[src/clnf_pkg.sv]
// ----------------------------------------------------------------------------
// clnf_pkg
// Shared types, codes and helpers for the character LCD number formatter.
// ----------------------------------------------------------------------------
package clnf_pkg;

    localparam int DEF_VALUE_WIDTH = 16;
    localparam int DEF_MAX_DIGITS  = 16;

    localparam logic [7:0] CMD_SET_ADDR  = 8'h80;
    localparam logic [7:0] LINE2_OFFSET  = 8'h40;
    localparam logic [7:0] ASCII_ZERO    = 8'h30;
    localparam logic [7:0] ASCII_UPPER_A = 8'h41;
    localparam logic [7:0] ASCII_PLUS    = 8'h2B;
    localparam logic [7:0] ASCII_MINUS   = 8'h2D;

    localparam logic [1:0] LINE_TOP = 2'd1;

    localparam logic [2:0] KIND_CHAR = 3'd0;
    localparam logic [2:0] KIND_UDEC = 3'd1;
    localparam logic [2:0] KIND_SDEC = 3'd2;
    localparam logic [2:0] KIND_HEX  = 3'd3;
    localparam logic [2:0] KIND_BIN  = 3'd4;

    typedef enum logic [2:0] {
        ST_IDLE,
        ST_CMD,
        ST_CHAR,
        ST_SIGN,
        ST_CONV,
        ST_ALIGN,
        ST_EMIT
    } state_t;

    function automatic logic [7:0] digit_to_ascii(input logic [3:0] d);
        logic [7:0] d8;
        d8 = {4'b0000, d};
        if (d < 4'd10)
        begin
            return ASCII_ZERO + d8;
        end
        return ASCII_UPPER_A + d8 - 8'd10;
    endfunction

endpackage

[src/char_lcd_number_formatter.sv]
// ----------------------------------------------------------------------------
// char_lcd_number_formatter
// Turns one display request into a cursor command and ASCII data bytes.
// ----------------------------------------------------------------------------
// Steps: the request word is registered, the cursor command is queued, then a char
// request queues its byte; numeric requests queue a sign if signed, convert the value
// in the bit-serial binary-to-BCD shift register, align it in the digit align shifter and emit digits.
// One request at a time; the next word is taken as soon as the last byte is queued.
// Reset (rst_n low, asynchronous) returns to idle and empties the output register.
// ----------------------------------------------------------------------------
module char_lcd_number_formatter
    import clnf_pkg::*;
#(
    parameter int VALUE_WIDTH = DEF_VALUE_WIDTH,
    parameter int MAX_DIGITS  = DEF_MAX_DIGITS
)
(
    input  logic        clk,
    input  logic        rst_n,
    input  logic        s_axis_tvalid,
    output logic        s_axis_tready,
    input  logic [31:0] s_axis_tdata,  // line[1:0], column[7:2], value[23:8], digits[28:24]
    input  logic [2:0]  s_axis_tuser,  // kind[2:0]
    output logic        m_axis_tvalid,
    input  logic        m_axis_tready,
    output logic [7:0]  m_axis_tdata,  // out_byte[7:0]
    output logic        m_axis_tuser,  // is_data[0]
    output logic        m_axis_tlast
);

    localparam int BUF_W = 4 * MAX_DIGITS;
    localparam int DIG_W = $clog2(MAX_DIGITS + 1);
    localparam int CNT_MAX = (VALUE_WIDTH > MAX_DIGITS) ? VALUE_WIDTH : MAX_DIGITS;
    localparam int CNT_W = $clog2(CNT_MAX + 1);

    logic [1:0]  in_line;
    logic [5:0]  in_column;
    logic [15:0] in_value;
    logic [4:0]  in_digits;
    logic        s_acc;

    logic [VALUE_WIDTH-1:0] val_w;
    logic                   val_neg;
    logic [7:0]             cmd_byte;
    logic [DIG_W-1:0]       ndig_in;

    state_t                 state_reg, state_next;
    logic [CNT_W-1:0]       cnt_reg, cnt_next;
    logic [VALUE_WIDTH-1:0] mag_reg, mag_next;
    logic [BUF_W-1:0]       buf_reg, buf_next;
    logic [BUF_W-1:0]       buf_corr;
    logic [2:0]             kind_reg;
    logic [7:0]             cmd_reg;
    logic [7:0]             char_reg;
    logic [DIG_W-1:0]       ndig_reg;
    logic                   neg_reg;

    logic                   m_valid_reg, m_valid_next;
    logic [7:0]             m_data_reg, m_data_next;
    logic                   m_user_reg, m_user_next;
    logic                   m_last_reg, m_last_next;

    logic                   out_free;
    logic                   push;
    logic [7:0]             push_byte;
    logic                   push_data;
    logic                   push_last;
    logic                   kind_numeric;
    logic                   kind_plain_num;
    logic                   conv_bit;

    assign in_line   = s_axis_tdata[1:0];
    assign in_column = s_axis_tdata[7:2];
    assign in_value  = s_axis_tdata[23:8];
    assign in_digits = s_axis_tdata[28:24];

    assign s_axis_tready = (state_reg == ST_IDLE);
    assign s_acc         = s_axis_tvalid && s_axis_tready;

    assign val_w    = VALUE_WIDTH'(32'(in_value));
    assign val_neg  = val_w[VALUE_WIDTH-1];
    assign cmd_byte = CMD_SET_ADDR | ({2'b00, in_column} + 8'hFF
                      + ((in_line != LINE_TOP) ? LINE2_OFFSET : 8'h00));
    assign ndig_in  = (in_digits > 5'(MAX_DIGITS)) ? DIG_W'(MAX_DIGITS) : DIG_W'(in_digits);

    assign kind_plain_num = (kind_reg == KIND_UDEC) || (kind_reg == KIND_HEX)
                            || (kind_reg == KIND_BIN);
    assign kind_numeric   = kind_plain_num || (kind_reg == KIND_SDEC);

    assign out_free = !m_valid_reg || m_axis_tready;
    assign conv_bit = mag_reg[VALUE_WIDTH-1];

    always_comb
    begin
        for (int j = 0; j < MAX_DIGITS; j++)
        begin
            buf_corr[4*j +: 4] = (buf_reg[4*j +: 4] >= 4'd5) ? buf_reg[4*j +: 4] + 4'd3
                                                            : buf_reg[4*j +: 4];
        end
    end

    always_ff @(posedge clk or negedge rst_n)
    begin
        if (!rst_n)
        begin
            state_reg   <= ST_IDLE;
            cnt_reg     <= '0;
            m_valid_reg <= 1'b0;
        end
        else
        begin
            state_reg   <= state_next;
            cnt_reg     <= cnt_next;
            m_valid_reg <= m_valid_next;
        end
    end

    always_ff @(posedge clk)
    begin
        mag_reg    <= mag_next;
        buf_reg    <= buf_next;
        m_data_reg <= m_data_next;
        m_user_reg <= m_user_next;
        m_last_reg <= m_last_next;
        if (s_acc)
        begin
            kind_reg <= s_axis_tuser;
            cmd_reg  <= cmd_byte;
            char_reg <= in_value[7:0];
            ndig_reg <= ndig_in;
            neg_reg  <= (s_axis_tuser == KIND_SDEC) && val_neg;
        end
    end

    always_comb
    begin
        state_next = state_reg;
        cnt_next   = cnt_reg;
        mag_next   = mag_reg;
        buf_next   = buf_reg;
        push       = 1'b0;
        push_byte  = '0;
        push_data  = 1'b0;
        push_last  = 1'b0;

        unique case (state_reg)
            ST_IDLE:
            begin
                if (s_acc)
                begin
                    mag_next   = ((s_axis_tuser == KIND_SDEC) && val_neg)
                                 ? VALUE_WIDTH'(0) - val_w : val_w;
                    state_next = ST_CMD;
                end
            end
            ST_CMD:
            begin
                if (out_free)
                begin
                    push      = 1'b1;
                    push_byte = cmd_reg;
                    push_last = !kind_numeric && (kind_reg != KIND_CHAR)
                                || (kind_plain_num && (ndig_reg == '0));
                    buf_next  = '0;
                    cnt_next  = '0;
                    priority if (kind_reg == KIND_CHAR)
                        state_next = ST_CHAR;
                    else if (kind_reg == KIND_SDEC)
                        state_next = ST_SIGN;
                    else if (kind_plain_num && (ndig_reg != '0))
                        state_next = ST_CONV;
                    else
                        state_next = ST_IDLE;
                end
            end
            ST_CHAR:
            begin
                if (out_free)
                begin
                    push       = 1'b1;
                    push_byte  = char_reg;
                    push_data  = 1'b1;
                    push_last  = 1'b1;
                    state_next = ST_IDLE;
                end
            end
            ST_SIGN:
            begin
                if (out_free)
                begin
                    push       = 1'b1;
                    push_byte  = neg_reg ? ASCII_MINUS : ASCII_PLUS;
                    push_data  = 1'b1;
                    push_last  = (ndig_reg == '0);
                    state_next = (ndig_reg == '0) ? ST_IDLE : ST_CONV;
                end
            end
            ST_CONV:
            begin
                mag_next = mag_reg << 1;
                priority if ((kind_reg == KIND_UDEC) || (kind_reg == KIND_SDEC))
                    buf_next = (buf_corr << 1) | BUF_W'(conv_bit);
                else if (kind_reg == KIND_HEX)
                    buf_next = (buf_reg << 1) | BUF_W'(conv_bit);
                else
                    buf_next = (buf_reg << 4) | BUF_W'(conv_bit);
                if (cnt_reg == CNT_W'(VALUE_WIDTH - 1))
                begin
                    cnt_next   = CNT_W'(MAX_DIGITS) - CNT_W'(ndig_reg);
                    state_next = ST_ALIGN;
                end
                else
                begin
                    cnt_next = cnt_reg + 1'b1;
                end
            end
            ST_ALIGN:
            begin
                if (cnt_reg == '0)
                begin
                    cnt_next   = CNT_W'(ndig_reg);
                    state_next = ST_EMIT;
                end
                else
                begin
                    buf_next = buf_reg << 4;
                    cnt_next = cnt_reg - 1'b1;
                end
            end
            ST_EMIT:
            begin
                if (out_free)
                begin
                    push      = 1'b1;
                    push_byte = digit_to_ascii(buf_reg[BUF_W-1 -: 4]);
                    push_data = 1'b1;
                    push_last = (cnt_reg == CNT_W'(1));
                    buf_next  = buf_reg << 4;
                    cnt_next  = cnt_reg - 1'b1;
                    if (cnt_reg == CNT_W'(1))
                        state_next = ST_IDLE;
                end
            end
            default:
            begin
                state_next = ST_IDLE;
            end
        endcase
    end

    always_comb
    begin
        m_valid_next = m_valid_reg && !m_axis_tready;
        m_data_next  = m_data_reg;
        m_user_next  = m_user_reg;
        m_last_next  = m_last_reg;
        if (push)
        begin
            m_valid_next = 1'b1;
            m_data_next  = push_byte;
            m_user_next  = push_data;
            m_last_next  = push_last;
        end
    end

    assign m_axis_tvalid = m_valid_reg;
    assign m_axis_tdata  = m_data_reg;
    assign m_axis_tuser  = m_user_reg;
    assign m_axis_tlast  = m_last_reg;

endmodule

[config.mk]
export PLATFORM = sky130hd
export DESIGN_NAME = char_lcd_number_formatter
export DESIGN_NICKNAME = d
export VERILOG_FILES = /design/src/clnf_pkg.sv /design/src/char_lcd_number_formatter.sv
export SDC_FILE = /design/constraint.sdc
export NUM_CORES = 1
export LEC_CHECK = 0
export ABC_AREA = 1
export BUFFER_PORTS_ARGS = -buffer_cell sky130_fd_sc_hd__buf_2
export CAP_MARGIN = 20
export CORE_MARGIN = 2
export CORE_UTILIZATION = 40
export CTS_CLUSTER_DIAMETER = 50
export DETAILED_ROUTE_END_ITERATION = 6
export PLACE_DENSITY = 0.62
export SYNTH_ARGS = -nofsm -noshare
export SYNTH_HDL_FRONTEND = slang
export SYNTH_SLANG_ARGS = --single-unit
[constraint.sdc]
create_clock -name clk -period 4.35 [get_ports clk]
set_input_delay 0.87 -clock clk [delete_from_list [all_inputs] [get_ports clk]]
set_output_delay 0.87 -clock clk [all_outputs]
set_load 0.005 [all_outputs]
==> impl_metrics.csv <==
group,metric,value,unit
outcome,status,"finished clean",
route,routed-wl-met2,9.85,mm
critical_path,regToRegStartpoint,"kind_reg[0]",
clock_network,insertion_delay,0.43,ns
sta,hold_viol_final,0,
critical_path,cpPeakStageDelay,0.73,ns
floorplanning,rows,54,
global_routing,grt_usage,18.2,%
yosys,yosys.area.top_type_share,38.7,%
yosys,avgSynthCellArea,7.72,um^2
route,avgViaCountPerCell,5.24,
route,top_layer,"met4",
sta,rsz0062_at_grt,"no",
global_routing,grt_pass1_vias,7343,
yosys,yosysTopAreaCell,"edfxtp_1",
yosys,async_flop_share,7.32,%
sta,skew,0.0150,ns
clock_network,cts_sinks,123,
place,gp_congestion,0.862,
clock_network,clk_pin_slew_worst_paths,0.07,ns
yosys,yosys_warnings,0,
clock_network,cts_max_level,4,
route,first_pass_iters,5,
critical_path,crit_path_max_fanout,30,
route,drt_iter0_drc,542,
global_routing,grt_max_degree,57,
global_routing,overflow,0,
clock_network,cts_resized,0,
sta,setup_viol,0,
clock_network,cts_buffers,17,
critical_path,crit_path_start_kind,"flop",
power,ir_worst_vdd,0.000342,V
floorplanning,io_pins,51,
yosys,synth-seq-area-share,41.3,%
critical_path,critPathCaptureType,"flop",
sta,timing.setup.tns,0,ns
power,total_power,7.30,mW
critical_path,crit_arrival,2.88,ns
clock_network,ctsHoldBuffers,0,
global_routing,grt_pass1_wl,35.5,mm
critical_path,critPathSlowestCell,"nor2_4",
yosys,netlist-cell-type-count,37,
route,num_vias,7700,
place,hpwlAfterDp,13.5,mm
route,dr_wl_met3,744,um
final_layout,drive_gt1_share,10.3,%
power,powerDensity,743,nW/um^2
floorplanning,die_h,153,um
route,antenna_left,0,
sta,finalMaxSlewViolations,0,
clock_network,cts_setup_buffers,0,
sta,max_slew_margin,31.2,%
final_layout,diodes,0,
floorplanning,die_x,153,um
final_layout,fin_nets,1255,
final_layout,largest_reg_flops,64,
critical_path,critPathTopFamily,"simple AND/OR/NAND/NOR gates",
critical_path,crit_type,"reg -> reg",
yosys,synth_area_leaders,"edfxtp_1, nand2_1, nand3_1",
clock_network,cts-root-buf,"clkbuf_16",
yosys,synth_area,8840,um^2
sta,fin_crit_sh,60.3,%
route,wl_per_cell,14.2,um
sta,tightest_slew,1.03,ns
route,drt-total-wl,20.9,mm
route,wl_met1,10.0,mm
yosys,synth-edff-count,114,
yosys,synth_flop_cell,"edfxtp_1",
floorplanning,start_util,40.6,%
critical_path,r2r_end,"buf_reg[19]",
route,drcViolationCount,0,
yosys,yosysMostFrequentCell,"nand2_1",
yosys,ys_seq_elements,123,
critical_path,crit_path_cell_trace,"nand2_2 > nor2_4 > inv_2 > o21ai_0 > a21oi_1 > o22ai_1",
clock_network,clk_path_buf_depth,2,
global_routing,antenna_found_initial,0,
sta,layout_min_cycle_time,2.63,ns
sta,fmax,381,MHz
final_layout,fillCellCount,2195,
yosys,syn_inst,1146,
run,maxCapViolations,0,
floorplanning,dieArea,23300,um^2
critical_path,rrSetupSlack,1.72,ns
clock_network,cts_tree,"built",
critical_path,reg2reg_depth,6,
worst_hold_path,hp-class,"in -> async",
critical_path,path_buf_inv,1,
final_layout,syn2layout_area_growth,11.2,%
power,p_leak,4.16,nW
place,io_buffers,47,
floorplanning,core-area,21800,um^2
yosys,syn_nets,1225,
yosys,synth_common_cells,"nand2_1, inv_1, edfxtp_1, nand3_1, nor2_1",
critical_path,cp.required,4.60,ns
## metrics by stage
step	cell area [um^2]	instances	hold WS [ns]	setup slack (ns)	util (%)
final	9830	1469	0.287	1.72	45.2
after global routing	9830	1469	0.298	1.50	45.2
after CTS	9830	1469	0.288	1.77	45.2
after detailed placement	9240	1437	0.507	1.56	42.5
after global placement	9240	1437	0.501	1.57	42.5
after floorplan	8840	1146	0.487	0.0711	-
## worst register-to-register path, delay by kind of cell (launching register included)
family | cells | cell delay, ns
AOI/OAI and AO/OA | 3 | 0.52
DFF | 1 | 0.41
and+or+nand+nor | 2 | 1.10
buffers and inverters | 1 | 0.42
## cell type report
cell class	instances	area (um^2)	area share, %
clock buffers	19	443	4.51
clock inverters	13	144	1.46
multi-input cells	827	4370	44.4
repair buffers	55	308	3.13
well taps	280	350	3.56
inverters	152	571	5.80
flip-flops and latches	123	3650	37.1
## worst max-delay path by stage
stage / endpoint / from / depth (start not counted) / slack (ns)
floorplan: buf_reg[0] / m_axis_tready / 4 / 0.07
global placement: buf_reg[20] / m_axis_tready / 6 / 1.57
detailed placement: buf_reg[21] / m_axis_tready / 6 / 1.56
CTS: buf_reg[55] / kind_reg[0] / 5 / 1.77
global route: buf_reg[19] / kind_reg[1] / 6 / 1.50
finish: buf_reg[19] / kind_reg[0] / 6 / 1.72
## cells by family after synthesis
logic type	count (synthesis)	synth area share, %
and+or+nand+nor	510	24.1
AOI/OAI and AO/OA	255	17.3
buffers and inverters	196	9.47
DFF	123	41.3
adders and majority gates	40	5.66
xor gates and xnor gates	22	2.18
## per-layer routing
layer / vias up / track usage [%]
met1: 3571 / 24.6
met2: 157 / 30.8
li1: 3952 / -
met4: 0 / 4.76
met3: 20 / 2.47
met5: - / 0
## where the power goes
group | switching [mW] | leakage (nW) | internal (mW) | total [mW]
registers | 0.383 | 1.22 | 2.10 | 2.48
clock network | 0.561 | 0.276 | 0.862 | 1.42
logic | 2.29 | 2.66 | 1.11 | 3.39
## layout by cell type (no fill, tap or decap), types with 4 or more instances in the layout
cell type and n:
o22ai_1 22, buf_4 7, nor3_1 4, o21ai_0 93
dfrtp_1 9, nand2_1 271, edfxtp_1 114, ha_1 40
o22ai_2 10, a21oi_1 49, inv_2 12, nand4_1 8
nand2_2 4, xor2_1 18, xnor2_1 4, clkbuf_16 17
nor2_1 99, o211ai_1 49, nand3_1 110, o21ai_1 21
inv_1 139, o21a_1 6, buf_2 47, clkinvlp_4 4
nor2_2 6
Power figures use the tool's default switching activity.
